--- config.mk ---
export PLATFORM = sky130hd
export DESIGN_NAME = mpw_front
export DESIGN_NICKNAME = d
export VERILOG_FILES = /design/src/rtl/mpw_pkg.sv /design/src/rtl/mpw_front.sv
export SDC_FILE = /design/constraint.sdc
export NUM_CORES = 1
export LEC_CHECK = 0
export ABC_AREA = 1
export ABC_CLOCK_PERIOD_IN_PS = 3400
export BUFFER_PORTS_ARGS = -buffer_cell sky130_fd_sc_hd__buf_4
export CAP_MARGIN = 20
export CORE_MARGIN = 10
export CORE_UTILIZATION = 40
export DETAILED_ROUTE_END_ITERATION = 8
export PLACE_DENSITY = 0.87
export SETUP_SLACK_MARGIN = 0.15
export SYNTH_ARGS = -nofsm -noshare
export SYNTH_HDL_FRONTEND = slang
export SYNTH_SLANG_ARGS = --single-unit
export TNS_END_PERCENT = 30
--- constraint.sdc ---
create_clock -name vclk -period 3.4
set_input_delay 0.17 -clock vclk [all_inputs]
set_output_delay 0.17 -clock vclk [all_outputs]
set_load 0.03 [all_outputs]
--- src/rtl/mpw_pkg.sv ---
// ----------------------------------------------------------------------------
// mpw_pkg: shared types and constants of the int8 max pool window block
// Holds the register map, the front-to-back queue word and the back FSM states.
// ----------------------------------------------------------------------------
package mpw_pkg;

	// configuration register indexes
	localparam logic [2:0] REG_IN_HEIGHT = 3'd0;
	localparam logic [2:0] REG_IN_WIDTH  = 3'd1;
	localparam logic [2:0] REG_WIN_ROWS  = 3'd2;
	localparam logic [2:0] REG_WIN_COLS  = 3'd3;
	localparam logic [2:0] REG_ACT_MIN   = 3'd4;
	localparam logic [2:0] REG_ACT_MAX   = 3'd5;

	// item kinds carried in tuser
	localparam logic FUNC_LOAD  = 1'b0;
	localparam logic FUNC_QUERY = 1'b1;

	// running maximum starts here
	localparam logic signed [7:0] BEST_INIT = -8'sd128;

	// entries of the front-to-back queue
	localparam int QDEPTH = 2;

	// one classified word: a load to write, or a query with its clipped window
	typedef struct packed {
		logic        is_query;
		logic        empty;     // query window clipped to nothing, or channel out of range
		logic [5:0]  r0;        // first row (load: element row)
		logic [5:0]  r1;        // row past the last one
		logic [5:0]  c0;        // first column (load: element column)
		logic [5:0]  c1;        // column past the last one
		logic [5:0]  chan;
		logic [7:0]  value;
	} mpw_op_t;

	typedef enum logic [1:0] {
		BK_IDLE,
		BK_WALK,
		BK_FINISH
	} mpw_state_t;

endpackage

--- src/rtl/mpw_front.sv ---
// ----------------------------------------------------------------------------
// mpw_front: input classification
// Drops loads outside the store and clips query windows to the map.
// ----------------------------------------------------------------------------
module mpw_front #(
	parameter int MAX_HEIGHT = 32,
	parameter int MAX_WIDTH  = 32,
	parameter int MAX_DEPTH  = 64
) (
	input  logic                 func,
	input  logic signed [5:0]    window_row,
	input  logic signed [5:0]    window_col,
	input  logic [5:0]           chan,
	input  logic [7:0]           value,
	input  logic [5:0]           in_height,
	input  logic [5:0]           in_width,
	input  logic [4:0]           win_rows,
	input  logic [4:0]           win_cols,
	output logic                 keep,
	output mpw_pkg::mpw_op_t     op
);

	logic signed [7:0] row_x, col_x;
	logic signed [7:0] h_lim, w_lim;
	logic signed [7:0] r_end, c_end, r_lo, c_lo, r_hi, c_hi;
	logic [5:0]        h_cl, w_cl;
	logic              load_ok, chan_ok;

	always_comb begin
		row_x = {{2{window_row[5]}}, window_row};
		col_x = {{2{window_col[5]}}, window_col};

		// map size limited by the store
		h_cl = (int'(in_height) < MAX_HEIGHT) ? in_height : 6'(MAX_HEIGHT);
		w_cl = (int'(in_width) < MAX_WIDTH) ? in_width : 6'(MAX_WIDTH);
		h_lim = signed'({2'b00, h_cl});
		w_lim = signed'({2'b00, w_cl});

		r_end = row_x + signed'({3'b000, win_rows});
		c_end = col_x + signed'({3'b000, win_cols});
		r_lo = (row_x < 8'sd0) ? 8'sd0 : row_x;
		c_lo = (col_x < 8'sd0) ? 8'sd0 : col_x;
		r_hi = (r_end < h_lim) ? r_end : h_lim;
		c_hi = (c_end < w_lim) ? c_end : w_lim;

		chan_ok = int'(chan) < MAX_DEPTH;
		load_ok = (row_x >= 8'sd0) && (int'(row_x) < MAX_HEIGHT)
			&& (col_x >= 8'sd0) && (int'(col_x) < MAX_WIDTH) && chan_ok;

		op.is_query = (func == mpw_pkg::FUNC_QUERY);
		op.empty    = (r_lo >= r_hi) || (c_lo >= c_hi) || !chan_ok;
		op.chan     = chan;
		op.value    = value;
		op.r1       = r_hi[5:0];
		op.c1       = c_hi[5:0];
		if (op.is_query) begin
			op.r0 = r_lo[5:0];
			op.c0 = c_lo[5:0];
		end else begin
			op.r0 = window_row;
			op.c0 = window_col;
		end

		// a load outside the store has no effect: drop it here
		keep = op.is_query || load_ok;
	end

endmodule

* Yosys cells after proc, flatten, opt, wreduce, memory -nomap -nowiden
Index checks and enable logic that the tools add are counted.
Widths: inputs -> output; s select.
** Word-level totals
- Register bits :: 0
- Latch bits :: 0
- Bits in writable memories :: 0
- ROM bits :: 0
- Input bits :: 49
- Output and inout port bits :: 41
- Word-level logic and storage cells :: 27
- Memories :: 0
** Operators by class
- Add/sub/neg operators :: 2
- Multipliers :: 0
- Div/mod/pow operators :: 0
- $lt $le $gt $ge :: 12
- Equality and inequality tests :: 0
- Shift-type cells :: 0
- Mux-type cells :: 8
- Bitwise operators :: 0
- Reductions and logical operators :: 5
** Operators with widths (count)
- $mux 8 :: 4
- $mux 6 :: 4
- $ge 8x8->1 :: 2
- $add 6x6->7 :: 2
- $lt 6x7->1 const B :: 2
- $lt 7x7->1 :: 2
- $ge 6x1->1 const B :: 2
- $lt 6x1->1 const B :: 2
- $lt 6x6->1 const B :: 2
- $logic_and 1x1->1 :: 3
- $logic_or 1x1->1 :: 2

* Longest topological paths before layout
Gate-level depths: netlist (run 1).
- Depth in word-level cells :: 6
- Depth in mapped cells :: 27
- Gate-level depth less buffers :: 26

* Worst setup path after synthesis (run 1)
OpenSTA, ideal clock, no wires.
- Path kind :: input -> output
- Start point :: input window_col[0]
- End point :: output op[38] (netlist name)
- Data arrival time :: 4027 ps
- Required time :: 3230 ps
- Path slack :: -797 ps
- Stages on the path :: 24
- Buffers on the path :: 1
- Cells stage by stage :: ha_1 > fa_1 > a21oi_1 > o21bai_1 > nand2_1 > inv_1 > nor2_1 > ha_1 > nand3_1 > nand2_1 > o21ai_0 > nand2_1 > ha_1 > clkbuf_1 > o21ai_0 > ha_1 > nand2_1 > nand3_1 > nand2_1 > nand3_1 > nand2_1 > nand2_1 > nand3_1 > nand3_1
** RTL lines
- start: declaration :: line mpw_front.sv:12 : input logic signed [5:0] window_col,
- end: declaration :: line mpw_front.sv:20 : output mpw_pkg::mpw_op_t op

==> results of run 1 <==
worst max-delay path by stage:
stage	start	to	slack (ns)
5_1_grt	window_col[0]	op[38]	-0.36
2_1_floorplan	window_col[0]	op[38]	0.09
4_1_cts	window_col[0]	op[38]	-0.11
3_5_place_dp	window_col[0]	op[38]	-0.39
3_3_place_gp	window_col[0]	op[38]	-0.39
6_report	window_col[0]	op[38]	-0.22
cells by family (layout without fill, tap and decap cells):
kind of cell    count (synthesis)  in the layout  synth area share
buf+inv                        65            140             0.217
compound gates                 18             18            0.0716
simple gates                  122            122             0.365
xor+xnor                        5              5            0.0313
fa+ha+maj                      34             34             0.315
metrics by stage:
stage	hold slack (ns)	utilization	cells	TNS (ns)	power [W]
final	0.340	0.693	365	-0.220	0.000873
after global routing	0.340	0.693	365	-0.357	0.000956
after CTS	0.340	0.654	363	-0.108	0.000810
after detailed placement	0.340	0.632	362	-0.386	0.000769
after global placement	0.340	0.632	362	-0.392	0.000754
after floorplan	0.459	-	244	0	0.000518
cells in the mapped netlist:
cell type	number	area (sq um)
o21ai_1	1	5.00
clkbuf_1	1	3.75
inv_1	46	173
a21oi_1	8	40.0
nand3b_1	1	7.51
buf_4	15	113
clkinv_1	1	3.75
nor2_1	28	105
and2_1	2	12.5
nand3_2	1	10.0
buf_2	2	10.0
nand3_1	23	115
or2_0	1	6.26
xnor2_1	1	8.76
nand4_1	1	6.26
nand2_1	63	236
o21ai_2	2	17.5
xor2_1	4	35.0
nor3_1	1	5.00
o21ai_0	6	30.0
ha_1	32	400
o21bai_1	1	7.51
nand2_2	1	6.26
fa_1	2	40.0
what timing repair did:
| item | CTS | global route |
|---|---|---|
| endpoints found under the setup margin | 1 | 1 |
| endpoints found under the hold margin | 0 | 0 |
| pin swaps | 16 | 26 |
| hold buffers | 0 | 0 |
| gates resized for setup | 13 | 24 |
| buffers inserted | 1 | 2 |
cell type report:
type,instances,area (sq um),share of cell area
Inverter,47,179,0.0767
Tap cell,46,57.6,0.0247
Timing Repair Buffer,93,717,0.307
Multi-Input combinational cell,179,1380,0.591
power groups by stage:
stage / sequential [W] / clock, W / combinational, W
floorplan: 0 / 0 / 0.000518
global placement: 0 / 0 / 0.000754
detailed placement: 0 / 0 / 0.000769
CTS: 0 / 0 / 0.000810
global route: 0 / 0 / 0.000956
finish: 0 / 0 / 0.000873
worst max-delay path, cell delays in order:
cell and delay [ns]:
buf_8 0.10, ha_4 0.15, fa_2 0.39, a21oi_2 0.13
o21bai_1 0.11, nand2_1 0.09, inv_2 0.05, nor2_4 0.13
ha_4 0.22, nand3_2 0.07, nand2_2 0.06, o21ai_2 0.14
nand2_2 0.08, ha_4 0.31, buf_6 0.14, o21ai_4 0.18
ha_4 0.23, nand2_2 0.07, nand3_2 0.05, nand2_1 0.08
nand3_1 0.07, nand2_1 0.08, nand2_2 0.06, nand3_2 0.08
nand3_4 0.07, buf_6 0.14
metal layers:
| layer | vias up | part of all wire | wire length [um] | global-route usage |
|---|---|---|---|---|
| met5 | - | 0 | 0 | 0 |
| met4 | 0 | 0.0084 | 41 | 0.0125 |
| met3 | 4 | 0.069 | 337 | 0.0349 |
| met2 | 53 | 0.52 | 2550 | 0.269 |
| met1 | 784 | 0.40 | 1930 | 0.152 |
| li1 | 897 | - | - | - |
==> run metrics, run 1 <==
status finished with violations; failing checks setup timing; Peak supply drop ~190 uV; Sw Pwr 0.000479 W; Worst Path Required around 3.2 ns; Post-DRT Antenna Nets 0; worst slew pin tran roughly 0.47 ns; WL final just under 5000 um; synthesized net count 327; max_cap viols 0; Min-Delay Path Class in -> out; pwr dens about 370 nW/um^2; core area about 3400 sq um; Setup violations, final 1; Pleak 1.31 nW; NumNets Final 404; DP HPWL ~3900 um; WHS Path Cells 0; Worst slew margin 0.686; register area 0 sq um; final slew viol count 0; Seq cells 0; post-synthesis instance area about 1400 sq um; via/cell ratio about 4.8; initial core utilization 0.416; CP Class in -> out; sw frac 0.548; I/O pin count 90; die height 79.1 um; Final Cell Area roughly 2300 sq um; fill cell total of the finished layout about 270; sequential area share after synthesis 0; Via Count 1,738; post-synthesis cell type count 24; RSZ-0062 raised after global routing true; synthesized area per cell 5.73 sq um; first-pass GRT wire length a little under 8000 um; largest net degree at the start of global routing 9; global route overflow 0; WL/cell ~13 um; Placer Congestion approximately 0.84; initial antenna violation count 0; FMAX ~0.28 GHz; Fin. Hold Viols 0; antenna cells 0; Synth warnings 0; Hold Path End op[13]; slack of the critical path -0.220 ns; Die X approximately 80 um; # DRC 0; crit path max fanout 8; fin crit period between 3 and 4 ns; initial DRC count 68; Area growth syn-to-layout 66.9%; commonest non-fill, non-tap cell in the layout buf_4; gr usage total 0.139; layout cells sized above 1 0.451; Syn Inst Count roughly 240; CLK BUF 0; die area about 6300 sq um; CP arrival about 3.5 ns; Logic pwr share 1.000; Int Pwr between 0.0003 and 0.0004 W; vias in the first global route about 1,800; cell row count 21; DR pass1 iterations 4; sequential share of power 0; commonest non-fill, non-tap cells in the layout buf_4, nand2_1, inv_1, nor2_1, ha_1; Post-Place Cell Area 2130 sq um; Startpoint Class input pin; fin crit share 1.06; Clock power frac 0; Port Buffers just over 60; Critical Path End Type output pin; Hold Crit Start chan[5]; pre-CTS setup slack -0.386 ns
No activity file was read; power rests on OpenSTA's default activity.
==> run 2: changes to the inputs <==
--- a/config.mk
+++ b/config.mk
@@ -6,7 +6,7 @@
 export NUM_CORES = 1
 export LEC_CHECK = 0
 export ABC_AREA = 1
-export ABC_CLOCK_PERIOD_IN_PS = 3400
+export ABC_CLOCK_PERIOD_IN_PS = 3200
 export BUFFER_PORTS_ARGS = -buffer_cell sky130_fd_sc_hd__buf_4
 export CAP_MARGIN = 20
 export CORE_MARGIN = 10
==> constraint.sdc (replaced) <==
create_clock -name vclk -period 3.2
set_input_delay 0.16 -clock vclk [all_inputs]
set_output_delay 0.16 -clock vclk [all_outputs]
set_load 0.03 [all_outputs]
==> run metrics, run 2 (same netlist as run 1, synthesis figures left out) <==
status finished with violations; failing checks setup timing; DR pass1 iterations 4; commonest non-fill, non-tap cells in the layout buf_4, nand2_1, inv_1, nor2_1, ha_1; area of the multi-input gates around 1400 sq um; largest net degree at the start of global routing 9; crit path max fanout 8; fin crit share 1.13; core area about 3400 sq um; cell row count 21; die area 6260 sq um; initial DRC count roughly 120; Port Buffers slightly above 60; CP Class in -> out; RSZ-0062 raised after global routing true; Die X 79.1 um; WL/cell roughly 14 um; global route overflow 0; final slew viol count 0; Seq cells 0; Setup crit start window_col[0]; via/cell ratio between 4 and 5; initial core utilization 0.416; gr usage total 0.151; Startpoint Class input pin; Placer Congestion approximately 0.82; layout cells sized above 1 0.463; # DRC 0; antenna cells 0; Area growth syn-to-layout 72.4%; NumNets Final 409; Via Count around 1,800; worst slew pin tran ~0.47 ns; die height 79.1 um; fin crit period about 3.6 ns; Post-DRT Antenna Nets 0; I/O pin count 90; Worst slew margin 0.681; vias in the first global route around 1,900; Pleak ~1.4 nW; first-pass GRT wire length approximately 8300 um; DP HPWL between 4000 and 5000 um; max_cap viols 0; Fin. Hold Viols 0; Setup violations, final 1; Peak supply drop roughly 230 uV; initial antenna violation count 0; Pwr Total about 0.001 W; CP arrival 3.46 ns; slack of the critical path -0.418 ns; worst setup path endpoint op[38]; CLK BUF 0; commonest non-fill, non-tap cell in the layout buf_4; Worst Path Required approximately 3 ns; pwr dens between 400 and 500 nW/um^2; Min-Delay Path Class in -> out; fill cell total of the finished layout roughly 280; FMAX ~0.28 GHz; Critical Path End Type output pin; Placed Instances roughly 370; Crit-path slowest cell fa_2; register area 0 sq um; WL final around 5300 um; CP max stage delay slightly below 0.4 ns; Non-Filler Instances between 300 and 400
==> run 2: how the worst min path moves through the flow <==
stage          startpoint      to  slack, ns  cells after the start
3_3_place_gp     value[0]   op[0]       0.32                      0
3_5_place_dp     value[0]   op[0]       0.32                      0
4_1_cts          value[0]   op[0]       0.32                      0
2_1_floorplan        func  op[25]       0.44                      1
5_1_grt           chan[5]  op[13]       0.32                      0
6_report          chan[5]  op[13]       0.32                      0
==> run 2: per-stage QoR <==
step | hold slack (ns) | setup slack, ns | utilization | setup TNS, ns | cell area [sq um]
CTS | 0.320 | -0.302 | 0.676 | -0.302 | 2270
global route | 0.320 | -0.593 | 0.717 | -0.709 | 2410
detailed placement | 0.320 | -0.650 | 0.639 | -0.650 | 2150
global placement | 0.320 | -0.573 | 0.639 | -0.573 | 2150
finish | 0.320 | -0.418 | 0.717 | -0.418 | 2410
floorplan | 0.439 | -0.0893 | - | -0.0893 | 1540
==> run 2: layer usage <==
metal,wire (um),GRT usage
met1,2050,0.157
met2,2810,0.298
met3,328,0.0360
met4,87,0.0269
met5,0,0
==> run 2: area by class of cell <==
type	count	share of cell area
multi-input cells	179	0.578
inverters	47	0.0742
repair buffers	98	0.324
well taps	46	0.0239
==> run 2: power breakdown <==
part / leakage [nW] / switching (W) / internal, W
clock: 0 / 0 / 0
combinational: 1.35 / 0.000531 / 0.000451
sequential: 0 / 0 / 0
==> run 2: worst max-delay path: cells and delay by family <==
| kind | cells | cell delay [ns] |
|---|---|---|
| AOI/OAI and AO/OA | 3 | 0.39 |
| adders and majority gates | 5 | 1.40 |
| buffers and inverters | 5 | 0.38 |
| and+or+nand+nor | 14 | 1.12 |
==> run 2: what timing repair did <==
action,4_1_cts,5_1_grt
hold endpoints to repair,0,0
buffers inserted,1,4
endpoints found under the setup margin,6,8
resized for setup,23,22
hold buffers,0,0
pin swaps,29,22
gates cloned,0,0
