[config.mk]
export PLATFORM = sky130hd
export DESIGN_NAME = mpw_queue
export DESIGN_NICKNAME = d
export VERILOG_FILES = /design/src/rtl/mpw_pkg.sv /design/src/rtl/mpw_queue.sv
export SDC_FILE = /design/constraint.sdc
export NUM_CORES = 1
export LEC_CHECK = 0
export ABC_AREA = 1
export CELL_PAD_IN_SITES_DETAIL_PLACEMENT = 0
export CELL_PAD_IN_SITES_GLOBAL_PLACEMENT = 1
export CORE_AREA = 2 2 100 92
export DETAILED_ROUTE_END_ITERATION = 6
export DIE_AREA = 0 0 102 94
export DONT_BUFFER_PORTS = 1
export PLACE_DENSITY = 0.76
export SYNTH_ARGS = -nofsm -noshare
export SYNTH_HDL_FRONTEND = slang
export SYNTH_SLANG_ARGS = --single-unit
export TNS_END_PERCENT = 30
[constraint.sdc]
create_clock -name clk -period 3.6 [get_ports clk]
set_clock_uncertainty 0.1 [all_clocks]
set_input_delay 0.36 -clock clk [delete_from_list [all_inputs] [get_ports clk]]
set_output_delay 0.36 -clock clk [all_outputs]
set_load 0.03 [all_outputs]
[src/rtl/mpw_pkg.sv]
// ----------------------------------------------------------------------------
// mpw_pkg: shared types and constants of the int8 max pool window block
// Holds the register map, the front-to-back queue word and the back FSM states.
// ----------------------------------------------------------------------------
package mpw_pkg;

	// configuration register indexes
	localparam logic [2:0] REG_IN_HEIGHT = 3'd0;
	localparam logic [2:0] REG_IN_WIDTH  = 3'd1;
	localparam logic [2:0] REG_WIN_ROWS  = 3'd2;
	localparam logic [2:0] REG_WIN_COLS  = 3'd3;
	localparam logic [2:0] REG_ACT_MIN   = 3'd4;
	localparam logic [2:0] REG_ACT_MAX   = 3'd5;

	// item kinds carried in tuser
	localparam logic FUNC_LOAD  = 1'b0;
	localparam logic FUNC_QUERY = 1'b1;

	// running maximum starts here
	localparam logic signed [7:0] BEST_INIT = -8'sd128;

	// entries of the front-to-back queue
	localparam int QDEPTH = 2;

	// one classified word: a load to write, or a query with its clipped window
	typedef struct packed {
		logic        is_query;
		logic        empty;     // query window clipped to nothing, or channel out of range
		logic [5:0]  r0;        // first row (load: element row)
		logic [5:0]  r1;        // row past the last one
		logic [5:0]  c0;        // first column (load: element column)
		logic [5:0]  c1;        // column past the last one
		logic [5:0]  chan;
		logic [7:0]  value;
	} mpw_op_t;

	typedef enum logic [1:0] {
		BK_IDLE,
		BK_WALK,
		BK_FINISH
	} mpw_state_t;

endpackage

[src/rtl/mpw_queue.sv]
// ----------------------------------------------------------------------------
// mpw_queue: short queue between front and back
// Two-entry FIFO of classified words.
// ----------------------------------------------------------------------------
module mpw_queue (
	input  logic                 clk,
	input  logic                 arst_n,
	input  logic                 push,
	input  mpw_pkg::mpw_op_t     push_op,
	output logic                 full,
	input  logic                 pop,
	output logic                 not_empty,
	output mpw_pkg::mpw_op_t     head
);

	localparam int PW = (mpw_pkg::QDEPTH > 1) ? $clog2(mpw_pkg::QDEPTH) : 1;

	mpw_pkg::mpw_op_t  slot_q [mpw_pkg::QDEPTH];
	logic [PW-1:0]     wr_ptr_q, rd_ptr_q;
	logic [PW:0]       count_q;

	assign full      = (int'(count_q) == mpw_pkg::QDEPTH);
	assign not_empty = (count_q != '0);
	assign head      = slot_q[rd_ptr_q];

	always_ff @(posedge clk) begin
		if (push) begin
			slot_q[wr_ptr_q] <= push_op;
		end
	end

	always_ff @(posedge clk or negedge arst_n) begin
		if (!arst_n) begin
			wr_ptr_q <= '0;
			rd_ptr_q <= '0;
			count_q  <= '0;
		end else begin
			if (push) begin
				wr_ptr_q <= (int'(wr_ptr_q) == mpw_pkg::QDEPTH - 1) ? '0 : PW'(wr_ptr_q + 1'b1);
			end
			if (pop) begin
				rd_ptr_q <= (int'(rd_ptr_q) == mpw_pkg::QDEPTH - 1) ? '0 : PW'(rd_ptr_q + 1'b1);
			end
			count_q <= (PW+1)'(count_q + (PW+1)'(push) - (PW+1)'(pop));
		end
	end

endmodule

---- Word-level counts from Yosys, hierarchy flattened ----
Memories as Yosys holds them, arrays and structs flattened.
Index checks and enable logic that the tools add are counted.
operators by class
  eq/ne operators ......................... 1
  reductions and logical operators ........ 1
  mux-type cells .......................... 4
  add/subtract/negate cells ............... 4
operator list
  cell                                         count
  1-bit 2-to-1 mux                             4
  1-bit adder, second input constant           2
  2-bit by 1-bit adder with 2-bit output       1
  2-bit == test, second input constant         1
  2-bit nonzero test                           1
  2-bit by 1-bit subtractor with 2-bit output  1
storage, ports and cells
  register bits after elaboration ......... 4
  memories ................................ 1
  input bits .............................. 44
  bits in writable memories ............... 80
memory list
  memory  words  bits a word  rd ports  clocked after Yosys merged registers in  write ports  RTL line         text
  slot_q  2      40           1         0                                        1            mpw_queue.sv:18  mpw_pkg::mpw_op_t slot_q [mpw_pkg::QDEPTH];

---- Logic depth before layout (Yosys ltp) ----
Gate-level depths: netlist of the first run.
  depth after elaboration ................. 2
  mapped depth ............................ 7

---- Worst setup path after synthesis of the first run ----
Ideal clock, no wire load.
  path type ............................... reg-to-reg
  start point ............................. reg wr_ptr_q
  end point ............................... mem slot_q[0][0] (netlist bit) (enable)
  library setup time ...................... 438 ps
  slack ................................... 967 ps
  stages on the path, launching flop included .. 2
  buffers on the path ..................... 0
  data arrival time ....................... 2095 ps
  path through ............................ dfrtp_1 nor2_1
RTL lines
  what                      RTL line         text
  start: declaration        mpw_queue.sv:19  logic [PW-1:0] wr_ptr_q, rd_ptr_q;
  start signal: assignment  mpw_queue.sv:39  wr_ptr_q <= (int'(wr_ptr_q) == mpw_pkg::QDEPTH - 1) ? '0 : PW'(wr_ptr_q + 1'b1);
  end: declaration          mpw_queue.sv:18
No word-level cell before the write port.

==> out/summary.log, run 1 <==
qor: synthesis.synthMostInstantiatedCell sky130_fd_sc_hd__edfxtp_1
qor: synthesis.mappedNetlistNets 280
qor: setup_path.critPathTopFamily flip-flops
qor: setup_path.critical_path.max_stage_delay 1.12 ns
qor: synthesis.synth_edf_count 80
qor: die.dieWidth 102 um
qor: route.vias 1755
qor: die.die_y 94 um
qor: setup_path.critical_path.reg2reg.endpoint slot_q[0][21]$_DFFE_PP_
qor: final_layout.design_area 4050 um^2
qor: synthesis.syn_area 3360 um^2
qor: final_layout.multi_input_gate_area 589 um^2
qor: route.wl_per_cell 12.9 um
qor: global_routing.groute.usage.overall 0.119
qor: synthesis.synth-compound-area-share 0.104
qor: synthesis.muxShareOfSynthArea 0
qor: placement.buffer_ports.inserted 0
qor: cts.cts_tree built
qor: outcome.outcome completed
qor: synthesis.synth.distinct_cells 10
qor: route.final_antenna_net_count 0
qor: timing.worst_slew_pin_slew 1.20 ns
qor: global_routing.grt_pass1_vias 1723
qor: final_layout.diodes 0
qor: setup_path.cp_data_required_time 3.14 ns
qor: setup_path.critical_path.slowest_cell sky130_fd_sc_hd__dfrtp_4
qor: timing.finalCriticalPeriod 2.34 ns
qor: job.max_cap_viol_count 0
qor: setup_path.worst_setup_path_start_kind register
qor: synthesis.synthTopCellsByArea sky130_fd_sc_hd__edfxtp_1, sky130_fd_sc_hd__o21ai_2, sky130_fd_sc_hd__inv_1, sky130_fd_sc_hd__nand2_1, sky130_fd_sc_hd__buf_6
qor: timing.grt_setup_unrepaired no
qor: route.drc_errors_left 0
qor: hold_path.hold_path_depth 1
qor: setup_path.worst_ep_arrival_time 1.88 ns
qor: placement.detailed_place.area 3420 um^2
qor: setup_path.reg2reg_depth 1
qor: timing.timing.final.hold_violations 0
qor: synthesis.synth-main-ff-cell sky130_fd_sc_hd__edfxtp_1
qor: cts.clockRootBuffer sky130_fd_sc_hd__clkbuf_8
qor: cts.tritoncts.num_buffers 9
qor: synthesis.synth_top_area_cell sky130_fd_sc_hd__edfxtp_1
qor: synthesis.avgSynthCellArea 14.4 um^2
qor: route.vias_per_cell 4.35
qor: synthesis.synth_top_area_share 0.715
qor: timing.setup-tns-final 0 ns
qor: pwr.cellPowerDensity 796 nW/um^2
qor: synthesis.synthesis.instances 234
qor: die.placeableCoreArea 8490 um^2
qor: setup_path.setup.worst_path.start rd_ptr_q$_DFFE_PN0P_
qor: route.drt-total-wl 5180 um
qor: cts.clock_sinks 84
qor: global_routing.grt_max_degree 82
qor: hold_path.hold_path.startpoint push
qor: die.std_cell_rows 32
qor: setup_path.end_kind primary output
qor: setup_path.crit_chain nand2_1 > o21ai_2
qor: placement.detailed_place_hpwl 3110 um
qor: synthesis.synth_seq_cells 84
qor: route.drt_iter0_markers 74
qor: synthesis.synthArstFlopShare 0.0476
qor: die.die_area 9590 um^2
qor: setup_path.rr_startpoint wr_ptr_q$_DFFE_PN0P_
qor: global_routing.wire_length_of_the_first_global_routing_pass 8390 um
qor: setup_path.critPathBufInv 0
qor: final_layout.drive_above_1_share 0.201
qor: die.ios 86
qor: final_layout.n_fill_cell 785
qor: synthesis.synth_top_family_by_area compound AO/OA/AOI/OAI gates
qor: cts.cts-root-to-sink-buffers 2
qor: placement.placement.setup.worst_slack 1.62 ns
qor: synthesis.yosys-top-cells-count sky130_fd_sc_hd__edfxtp_1, sky130_fd_sc_hd__inv_1, sky130_fd_sc_hd__nand2_1
qor: cts.clkLatencyLatePin 0.34 ns
qor: final_layout.layout.nets 325
qor: final_layout.area_delta_synth_final 20.4%
qor: final_layout.register_area 2510 um^2
qor: synthesis.xor_xnor_fraction_of_synth_area 0.00521
qor: hold_path.holdCritPathClass primary input to register
qor: global_routing.grt_antenna_before_repair 0
qor: synthesis.synth_adder_area_share 0.00744
qor: route.dr.pass1.iters 5
qor: timing.drv_slew 0
qor: synthesis.proportion_of_synthesized_chip_area_in_sequential_cells 0.744
qor: timing.setup_viol_count_final 0
qor: setup_path.path_class register to primary output
qor: global_routing.overflow 0
qor: setup_path.reg2reg_setup_slack 1.73 ns
qor: die.start_util 0.396
qor: timing.slew_headroom 0.196
qor: synthesis.number_of_warnings_printed_during_yosys_synthesis 0
qor: route.wl_met1 2200 um
qor: cts.cts_max_level 3
qor: hold_path.worst_hold_path.endpoint count_q[0]$_DFF_PN0_
qor: final_layout.finish.utilization 0.477
qor: setup_path.path_max_fanout 81
qor: route.top_layer met4
qor: cts.post_cts.resized_instances 0
qor: timing.max_freq 0.427 GHz
qor: synthesis.area_fraction_in_and_or_nand_and_nor_cells_after_synthesis 0.0562
qor: route.wl_met3 400 um
qor: pwr.static-leakage-power 1.56 nW
qor: placement.finalWeightedCongestion 0.637
qor: timing.final_min_period_over_clock_period 0.651
qor: pwr.irDropWorstVdd 518 uV
qor: timing.final_critical_path_setup_slack 1.26 ns
qor: cts.cts.reportedPaths.clkPinSlew 0.08 ns
qor: cts.cts_setup_buffers 0
qor: route.wl_met2 2520 um
-- cell type report --
type / instances / share of cell area
Inverter: 47 / 0.0436
Multi-Input combinational cell: 94 / 0.146
Tap cell: 119 / 0.0368
Clock buffer: 12 / 0.0359
Clock inverter: 4 / 0.0124
Sequential cell: 84 / 0.619
Timing Repair Buffer: 43 / 0.106
-- cells in the final DEF (no fill, tap or decap), drive strengths merged --
master / count
edfxtp: 80
nand2: 47
inv: 47
dlygate4sd3: 43
o21ai: 40
clkbuf: 12
dfrtp: 4
xor2: 2
ha: 2
clkinvlp: 2
nor2: 2
nand3: 1
bufinv: 1
clkinv: 1
-- state kept, by name (all words and copies together), names as in the netlist --
name      cells
count_q       2
rd_ptr_q      1
slot_q       80
wr_ptr_q      1
-- layer usage --
layer,global-route usage,vias up
met3,0.0692,5
met5,0,-
li1,-,879
met1,0.138,816
met2,0.188,55
met4,0.0333,0
-- logic make-up after synthesis --
group           count (synthesis)
buf+inv                        56
flops                          84
simple gates                   50
fa+ha+maj                       2
compound gates                 40
xor+xnor                        2
-- timing repair --
item / 4_1_cts / 5_1_grt
hold buffers: 43 / 0
endpoints found under the setup margin: 0 / 0
hold endpoints to repair: 86 / 0
-- stage by stage --
stage                     cells  power (mW)  hold slack, ns
final                       403        3.22          0.0602
after global routing        403        3.42          0.0308
after CTS                   403        3.28          0.0332
after detailed placement    344        2.58         -0.0355
after global placement      344        2.55         -0.0355
after floorplan             234        2.53         -0.0356
-- where the power goes --
group | total [mW] | internal (mW) | leakage [nW] | switching, mW
clock | 0.652 | 0.339 | 0.0926 | 0.313
sequential | 1.52 | 1.30 | 0.797 | 0.217
combinational | 1.05 | 0.227 | 0.672 | 0.823
-- worst max path at each step --
stage | endpoint | slack [ns] | depth (start not counted)
CTS | head[1] | 1.21 | 2
floorplan | slot_q[0][0]$_DFFE_PP_ | 0.97 | 1
global route | head[18] | 1.02 | 2
detailed placement | head[5] | 1.62 | 2
finish | head[1] | 1.26 | 2
global placement | head[5] | 1.65 | 2
(Power assumes the default switching activity.)
==> inputs of run 2 (changes only) <==
--- a/config.mk
+++ b/config.mk
@@ -5,14 +5,14 @@
 export SDC_FILE = /design/constraint.sdc
 export NUM_CORES = 1
 export LEC_CHECK = 0
-export ABC_AREA = 1
+export ABC_AREA = 0
 export CELL_PAD_IN_SITES_DETAIL_PLACEMENT = 0
 export CELL_PAD_IN_SITES_GLOBAL_PLACEMENT = 1
-export CORE_AREA = 2 2 100 92
+export CORE_AREA = 2 2 99 92
 export DETAILED_ROUTE_END_ITERATION = 6
-export DIE_AREA = 0 0 102 94
+export DIE_AREA = 0 0 101 94
 export DONT_BUFFER_PORTS = 1
-export PLACE_DENSITY = 0.76
+export PLACE_DENSITY = 0.75
 export SYNTH_ARGS = -nofsm -noshare
 export SYNTH_HDL_FRONTEND = slang
 export SYNTH_SLANG_ARGS = --single-unit
==> constraint.sdc (replaced) <==
create_clock -name clk -period 2.1 [get_ports clk]
set_clock_uncertainty 0.1 [all_clocks]
set_input_delay 0.21 -clock clk [delete_from_list [all_inputs] [get_ports clk]]
set_output_delay 0.21 -clock clk [all_outputs]
set_load 0.03 [all_outputs]
==> run 2 against run 1 <==
Setup slack lost 1.1 ns. Final area shrank 0.19%. Sequential cell count is the same. Total power grew 74%. Die area shrank 0.98%. Final cell count shrank 26%. Clock power grew 79%. Critical endpoint is now head[28]. Highest routed layer unchanged.
==> out/summary.log, run 2 <==
qor: timing.setup-tns-final 0 ns [unchanged]
qor: setup_path.critical_path.reg2reg.endpoint slot_q[1][5]$_DFFE_PP_
qor: die.die_area 9490 um^2 [-0.98%]
qor: synthesis.synthesis.instances 140 [-40%]
qor: global_routing.grt_antenna_before_repair 0 [unchanged]
qor: pwr.cellPowerDensity 1390 nW/um^2 [+74%]
qor: cts.clockRootBuffer sky130_fd_sc_hd__clkbuf_8
qor: timing.finalCriticalPeriod 1.96 ns
qor: final_layout.commonest_cells_after_routing_fill_and_taps_aside sky130_fd_sc_hd__edfxtp_1, sky130_fd_sc_hd__dlygate4sd3_1, sky130_fd_sc_hd__mux2_4, sky130_fd_sc_hd__clkbuf_8, sky130_fd_sc_hd__buf_4
qor: global_routing.wire_length_of_the_first_global_routing_pass 7780 um [-7.2%]
qor: placement.buffer_ports.inserted 0 [unchanged]
qor: route.vias_per_cell 4.63 [+6.2%]
qor: setup_path.end_kind primary output
qor: placement.dpl.cell_count 243 [-29%]
qor: setup_path.reg2reg_depth 2 [+1]
qor: die.placeableCoreArea 8410 um^2 [-0.94%]
qor: synthesis.proportion_of_synthesized_chip_area_in_sequential_cells 0.761 [+0.0164]
qor: synthesis.synth.distinct_cells 13 [+3]
qor: setup_path.path_max_fanout 21 [-74%]
qor: synthesis.yosys-top-cells-count sky130_fd_sc_hd__edfxtp_1, sky130_fd_sc_hd__mux2_4, sky130_fd_sc_hd__buf_12, sky130_fd_sc_hd__dfrtp_1
qor: synthesis.synthTopCellsByArea sky130_fd_sc_hd__edfxtp_1, sky130_fd_sc_hd__mux2_4, sky130_fd_sc_hd__dfrtp_1, sky130_fd_sc_hd__buf_12, sky130_fd_sc_hd__ha_1
qor: synthesis.synth-main-ff-cell sky130_fd_sc_hd__edfxtp_1
qor: global_routing.grt_max_degree 27 [-67%]
qor: cts.clkLatencyLatePin 0.33 ns [about the same]
qor: placement.placement.setup.worst_slack 0.479 ns [-1.14 ns]
qor: timing.final_min_period_over_clock_period 0.934
qor: timing.worst_slew_pin_slew 0.574 ns [-0.630 ns]
qor: timing.timing.final.hold_violations 0 [unchanged]
qor: synthesis.number_of_warnings_printed_during_yosys_synthesis 0 [unchanged]
qor: final_layout.finish.utilization 0.480 [+0.00365]
qor: timing.grt_setup_unrepaired no
qor: synthesis.synth_seq_cells 84 [unchanged]
qor: final_layout.drive_above_1_share 0.323 [+0.123]
qor: job.max_cap_viol_count 0 [unchanged]
qor: die.start_util 0.391 [-0.00486]
qor: final_layout.reg_top3 slot_q x80, count_q x2
qor: setup_path.path_class register to primary output
qor: final_layout.area_delta_synth_final 22.8%
qor: pwr.irDropWorstVdd 467 uV [-9.8%]
qor: cts.cts-root-to-sink-buffers 2 [unchanged]
qor: route.wl_per_cell 17.7 um [+38%]
qor: final_layout.layout.cells.most_common sky130_fd_sc_hd__edfxtp_1
qor: timing.final_critical_path_setup_slack 0.138 ns [-1.12 ns]
qor: pwr.static-leakage-power 1.51 nW [-3.3%]
qor: route.dr.pass1.iters 4 [-1]
qor: route.drc_errors_left 0 [unchanged]
qor: hold_path.holdCritPathClass primary input to async pin
qor: timing.slew_headroom 0.616 [+0.421]
qor: setup_path.reg2reg_setup_slack 0.70 ns [-1.03 ns]
qor: setup_path.worst_setup_path_start_kind register
qor: cts.tritoncts.num_buffers 9 [unchanged]
qor: synthesis.synthArstFlopShare 0.0476 [unchanged]
qor: global_routing.met1_usage 0.111 [-0.0273]
qor: global_routing.grt.busiest_layer met2
qor: die.std_cell_rows 32 [unchanged]
qor: placement.finalWeightedCongestion 0.707 [+11%]
qor: die.die_y 94 um [unchanged]
qor: route.drt-total-wl 5320 um [+2.6%]
qor: placement.detailed_place_hpwl 3490 um [+12%]
qor: synthesis.synth_top_area_cell sky130_fd_sc_hd__edfxtp_1
qor: synthesis.avgSynthCellArea 23.5 um^2 [+64%]
qor: synthesis.synthMostInstantiatedCell sky130_fd_sc_hd__edfxtp_1
qor: outcome.outcome completed
qor: global_routing.gr-usage-met3 0.0454 [-0.0238]
qor: cts.cts_tree built
qor: final_layout.finalNonFillerCells 300 [-26%]
qor: route.final_antenna_net_count 0 [unchanged]
qor: final_layout.largest_register_ff_count 80 [unchanged]
qor: timing.setup_viol_count_final 0 [unchanged]
qor: die.ios 86 [unchanged]
qor: global_routing.globalRouteMet2Util 0.209 [+0.0214]
qor: global_routing.grt_pass1_vias 1467 [-15%]
qor: synthesis.mappedNetlistNets 186 [-34%]
qor: final_layout.layout.nets 241 [-26%]
qor: setup_path.setup.worst_path.start rd_ptr_q$_DFFE_PN0P_
qor: synthesis.synth_edf_count 80 [unchanged]
qor: final_layout.diodes 0 [unchanged]
qor: setup_path.crit_path_end head[28]
qor: global_routing.overflow 0 [unchanged]
qor: cts.clock_sinks 84 [unchanged]
qor: pwr.report.power.total 5.61 mW [+74%]
qor: synthesis.synth_top_area_share 0.730 [+0.0158]
qor: setup_path.rr_startpoint wr_ptr_q$_DFFE_PN0P_
qor: synthesis.syn_area 3290 um^2 [-2.2%]
qor: route.drt_iter0_markers 20 [-73%]
qor: setup_path.cp_data_required_time 1.79 ns [-1.35 ns]
qor: timing.drv_slew 0 [unchanged]
qor: setup_path.worst_ep_arrival_time 1.65 ns [-0.23 ns]
qor: timing.max_freq 0.510 GHz
qor: global_routing.groute.usage.overall 0.113 [-0.00554]
qor: die.dieWidth 101 um [-0.98%]
qor: cts.cts.reportedPaths.clkPinSlew 0.08 ns [about the same]
qor: cts.cts_max_level 3 [unchanged]
qor: route.vias 1388 [-21%]
qor: final_layout.top_register slot_q
==> run 2: cell count changes after synthesis, sizes merged, moves of 2 or more <==
cell,before,now
buf,9,5
inv,47,2
mux2,0,40
nand2,47,0
nor2,2,0
nor2b,0,2
o21ai,40,0
==> run 2: layer usage <==
layer | share of wire | wire, um
met5 | 0 | 0
met4 | 0.013 | 69
met3 | 0.070 | 370
met2 | 0.54 | 2860
met1 | 0.38 | 2020
==> run 2: worst min path at each step <==
stage	startpoint	end	slack, ns	cells after the start
after floorplan	arst_n	count_q[0]$_DFF_PN0_	-0.19	0
after detailed placement	arst_n	count_q[0]$_DFF_PN0_	-0.19	0
after global routing	arst_n	wr_ptr_q$_DFFE_PN0P_	0.03	1
after CTS	arst_n	wr_ptr_q$_DFFE_PN0P_	0.007	1
after global placement	arst_n	count_q[1]$_DFF_PN0_	-0.19	0
final	arst_n	wr_ptr_q$_DFFE_PN0P_	0.04	1
==> run 2: metrics by stage <==
step / hold WS [ns] / area, um^2
floorplan: -0.186 / 3290
global placement: -0.185 / 3410
detailed placement: -0.185 / 3410
CTS: 0.00675 / 4040
global route: 0.0305 / 4040
finish: 0.0434 / 4040
==> run 2: layout make-up <==
type                            count  area, um^2
Sequential cell                    84        2500
Fill cell                         712        4370
Timing Repair Buffer               49         500
Multi-Input combinational cell     49         697
Clock buffer                        9         124
Tap cell                          102         128
Clock inverter                      5        78.8
Inverter                            2        7.51
==> run 2: critical path, cell delays in order (launching register included) <==
cell	delay, ns
sky130_fd_sc_hd__dfrtp_2	0.61
sky130_fd_sc_hd__buf_12	0.25
sky130_fd_sc_hd__mux2_2	0.45
==> run 2: where the power goes <==
part | switching (mW) | internal (mW) | total, mW
Combinational | 1.24 | 0.808 | 2.05
Sequential | 0.164 | 2.23 | 2.39
Clock | 0.515 | 0.654 | 1.17
Total | 1.92 | 3.69 | 5.61
==> run 2: logic make-up after synthesis <==
logic type,share of synthesized area
xor+xnor,0.0126
simple gates,0.00761
fa+ha+maj,0.00761
flops,0.761
buf+inv,0.0301
mux,0.181
==> run 2: what timing repair did <==
action,CTS,global route
buffers inserted,0,0
resized for setup,0,0
endpoints found under the hold margin,87,0
hold buffers,43,0
==> inputs of run 3 (changes only) <==
--- a/config.mk
+++ b/config.mk
@@ -8,11 +8,11 @@
 export ABC_AREA = 0
 export CELL_PAD_IN_SITES_DETAIL_PLACEMENT = 0
 export CELL_PAD_IN_SITES_GLOBAL_PLACEMENT = 1
-export CORE_AREA = 2 2 99 92
+export CORE_AREA = 2 2 68 134
 export DETAILED_ROUTE_END_ITERATION = 6
-export DIE_AREA = 0 0 101 94
+export DIE_AREA = 0 0 70 136
 export DONT_BUFFER_PORTS = 1
-export PLACE_DENSITY = 0.75
+export PLACE_DENSITY = 0.74
 export SYNTH_ARGS = -nofsm -noshare
 export SYNTH_HDL_FRONTEND = slang
 export SYNTH_SLANG_ARGS = --single-unit
==> run 3 against run 2 <==
Combinational power about the same. Total power is 7.5% higher. Largest cell class unchanged. Critical path type unchanged. Worst hold slack better by 0.026 ns.
==> out/summary.log, run 3 (synthesized netlist as in run 2, its figures left out) <==
qor: route.drt_iter0_markers 72 [+260%]
qor: setup_path.worst_ep_arrival_time 1.47 ns [-0.18 ns]
qor: timing.final_min_period_over_clock_period 0.848 [-0.0861]
qor: die.start_util 0.386 [-0.00551]
qor: cts.cts-root-to-sink-buffers 2 [unchanged]
qor: placement.finalWeightedCongestion 0.662 [-6.4%]
qor: die.std_cell_rows 48 [+50%]
qor: timing.grt_setup_unrepaired no
qor: global_routing.gr-usage-met3 0.0326 [-0.0128]
qor: setup_path.path_class register to primary output
qor: final_layout.design_area 4150 um^2 [+2.7%]
qor: global_routing.grt_pass1_vias 1574 [+7.3%]
qor: placement.detailed_place.area 3400 um^2 [-0.15%]
qor: timing.timing.final.hold_violations 0 [unchanged]
qor: cts.cts_max_level 3 [unchanged]
qor: route.drt-total-wl 5260 um [-1.1%]
qor: pwr.static-leakage-power 1.55 nW [+2.7%]
qor: final_layout.n_fill_cell 724 [+1.7%]
qor: cts.cts-hold-fix-buffers 43 [unchanged]
qor: timing.setup-tns-final 0 ns [unchanged]
qor: route.vias 1406 [+1.3%]
qor: pwr.irDropWorstVdd 790 uV [+69%]
qor: route.wl_per_cell 17.7 um [-0.43%]
qor: die.ios 86 [unchanged]
qor: timing.drv_slew 0 [unchanged]
qor: final_layout.diodes 0 [unchanged]
qor: cts.cts_setup_buffers 0 [unchanged]
qor: pwr.share_clk_of_total_power 0.266 [+0.058]
qor: route.final_antenna_net_count 0 [unchanged]
qor: placement.dpl.cell_count 239 [-1.6%]
qor: route.vias_per_cell 4.72 [+2.0%]
qor: final_layout.area_delta_synth_final 26.1%
qor: cts.clkLatencyLatePin 0.32 ns [about the same]
qor: pwr.power_switching 1.96 mW [+2.1%]
qor: cts.cts_tree built
qor: cts.clockRootBuffer sky130_fd_sc_hd__clkbuf_16
qor: die.placeableCoreArea 8530 um^2 [+1.4%]
qor: global_routing.groute.usage.overall 0.112 [-0.00122]
qor: final_layout.largest_register_ff_count 80 [unchanged]
qor: route.drc_errors_left 0 [unchanged]
qor: pwr.report.power.total 6.03 mW [+7.5%]
qor: pwr.sequentialPowerShare 0.390 [-0.037]
qor: final_layout.layout.nets 239 [-0.83%]
qor: setup_path.crit_chain buf_4 > mux2_4
qor: setup_path.worst_setup_path_start_kind register
qor: timing.worst_slew_pin_slew 0.576 ns [+0.00174 ns]
qor: setup_path.critPathTopFamily multiplexers
qor: timing.max_freq 0.561 GHz [+10%]
qor: timing.finalCriticalPeriod 1.78 ns [-0.181 ns]
qor: final_layout.reg_top3 slot_q x80, count_q x2
qor: setup_path.critical_path.slowest_cell sky130_fd_sc_hd__mux2_4
qor: die.dieWidth 70 um [-31%]
qor: die.die_area 9520 um^2 [+0.27%]
qor: setup_path.cp_data_required_time 1.79 ns [about the same]
qor: timing.hold_ws 0.0691 ns [+0.0257 ns]
qor: global_routing.grt.busiest_layer met2
qor: hold_path.holdCritPathClass primary input to async pin
qor: cts.cts.reportedPaths.clkPinSlew 0.06 ns [-0.02 ns]
qor: global_routing.grt_max_degree 34 [+26%]
qor: setup_path.critPathBufInv 1 [unchanged]
qor: die.die_y 136 um [+45%]
qor: route.dr.pass1.iters 4 [unchanged]
qor: setup_path.critical_path.max_stage_delay 0.40 ns [-0.21 ns]
qor: timing.final_critical_path_setup_slack 0.319 ns [+0.181 ns]
qor: global_routing.wire_length_of_the_first_global_routing_pass 7820 um [+0.44%]
qor: setup_path.path_max_fanout 21 [unchanged]
qor: global_routing.overflow 0 [unchanged]
qor: placement.placement.setup.worst_slack 0.645 ns [+0.166 ns]
qor: final_layout.finish.utilization 0.486 [+0.00585]
qor: timing.setup_viol_count_final 0 [unchanged]
qor: global_routing.met1_usage 0.106 [-0.00413]
qor: global_routing.globalRouteMet2Util 0.209 [about the same]
qor: pwr.p_int 4.07 mW [+10%]
qor: placement.detailed_place_hpwl 3530 um [+1.2%]
qor: pwr.power_frac_comb 0.345 [-0.020]
qor: final_layout.top_register slot_q
qor: cts.post_cts.resized_instances 0 [unchanged]
qor: placement.buffer_ports.inserted 0 [unchanged]
qor: job.max_cap_viol_count 0 [unchanged]
qor: cts.tritoncts.num_buffers 9 [unchanged]
qor: global_routing.grt_antenna_before_repair 0 [unchanged]
qor: pwr.power_switching_share 0.325 [-0.0169]
qor: cts.clock_sinks 84 [unchanged]
qor: final_layout.finalNonFillerCells 298 [-0.67%]
qor: outcome.outcome completed
qor: pwr.cellPowerDensity 1450 nW/um^2 [+4.7%]
qor: final_layout.drive_above_1_share 0.318 [-0.00505]
qor: final_layout.commonest_cells_after_routing_fill_and_taps_aside sky130_fd_sc_hd__edfxtp_1, sky130_fd_sc_hd__dlygate4sd3_1, sky130_fd_sc_hd__mux2_4, sky130_fd_sc_hd__clkbuf_16
qor: timing.slew_headroom 0.615 [-0.00116]
qor: final_layout.layout.cells.most_common sky130_fd_sc_hd__edfxtp_1
qor: setup_path.end_kind primary output
-- run 3: cell types whose count changed in the layout (fill, tap and decap cells not counted), sizes merged --
cell / before / now
buf: 6 / 4
clkinvlp: 0 / 1
inv: 2 / 3
-- run 3: power groups by stage --
stage	clock network [mW]	logic (mW)	registers, mW
2_1_floorplan	0	1.93	2.34
3_3_place_gp	0	1.99	2.36
3_5_place_dp	0	2.03	2.39
4_1_cts	1.63	2.11	2.35
5_1_grt	1.71	2.18	2.37
6_report	1.60	2.08	2.35
-- run 3: layer usage --
metal	wire (um)	vias to the layer above
met2	3110	46
li1	-	647
met5	0	-
met3	229	9
met1	1800	704
met4	122	0
-- run 3: final cells by class --
cell class | instances | area, um^2 | area share
clock inverters | 7 | 90.1 | 0.0217
well taps | 100 | 125 | 0.0302
multi-input cells | 49 | 697 | 0.168
clock buffers | 9 | 225 | 0.0543
inverters | 2 | 7.51 | 0.00181
flip-flops and latches | 84 | 2500 | 0.604
repair buffers | 47 | 498 | 0.120
-- run 3: worst paths after layout --
path,startpoint,endpoint,slack [ns],depth (start not counted)
min in group clk,push,slot_q[0][39]$_DFFE_PP_,0.12,1
max in group asynchronous,arst_n,rd_ptr_q$_DFFE_PN0P_,1.64,1
min,arst_n,count_q[1]$_DFF_PN0_,0.07,1
min reg2reg,wr_ptr_q$_DFFE_PN0P_,wr_ptr_q$_DFFE_PN0P_,0.45,1
max reg2reg,wr_ptr_q$_DFFE_PN0P_,slot_q[1][32]$_DFFE_PP_,0.71,2
max,rd_ptr_q$_DFFE_PN0P_,head[34],0.32,2
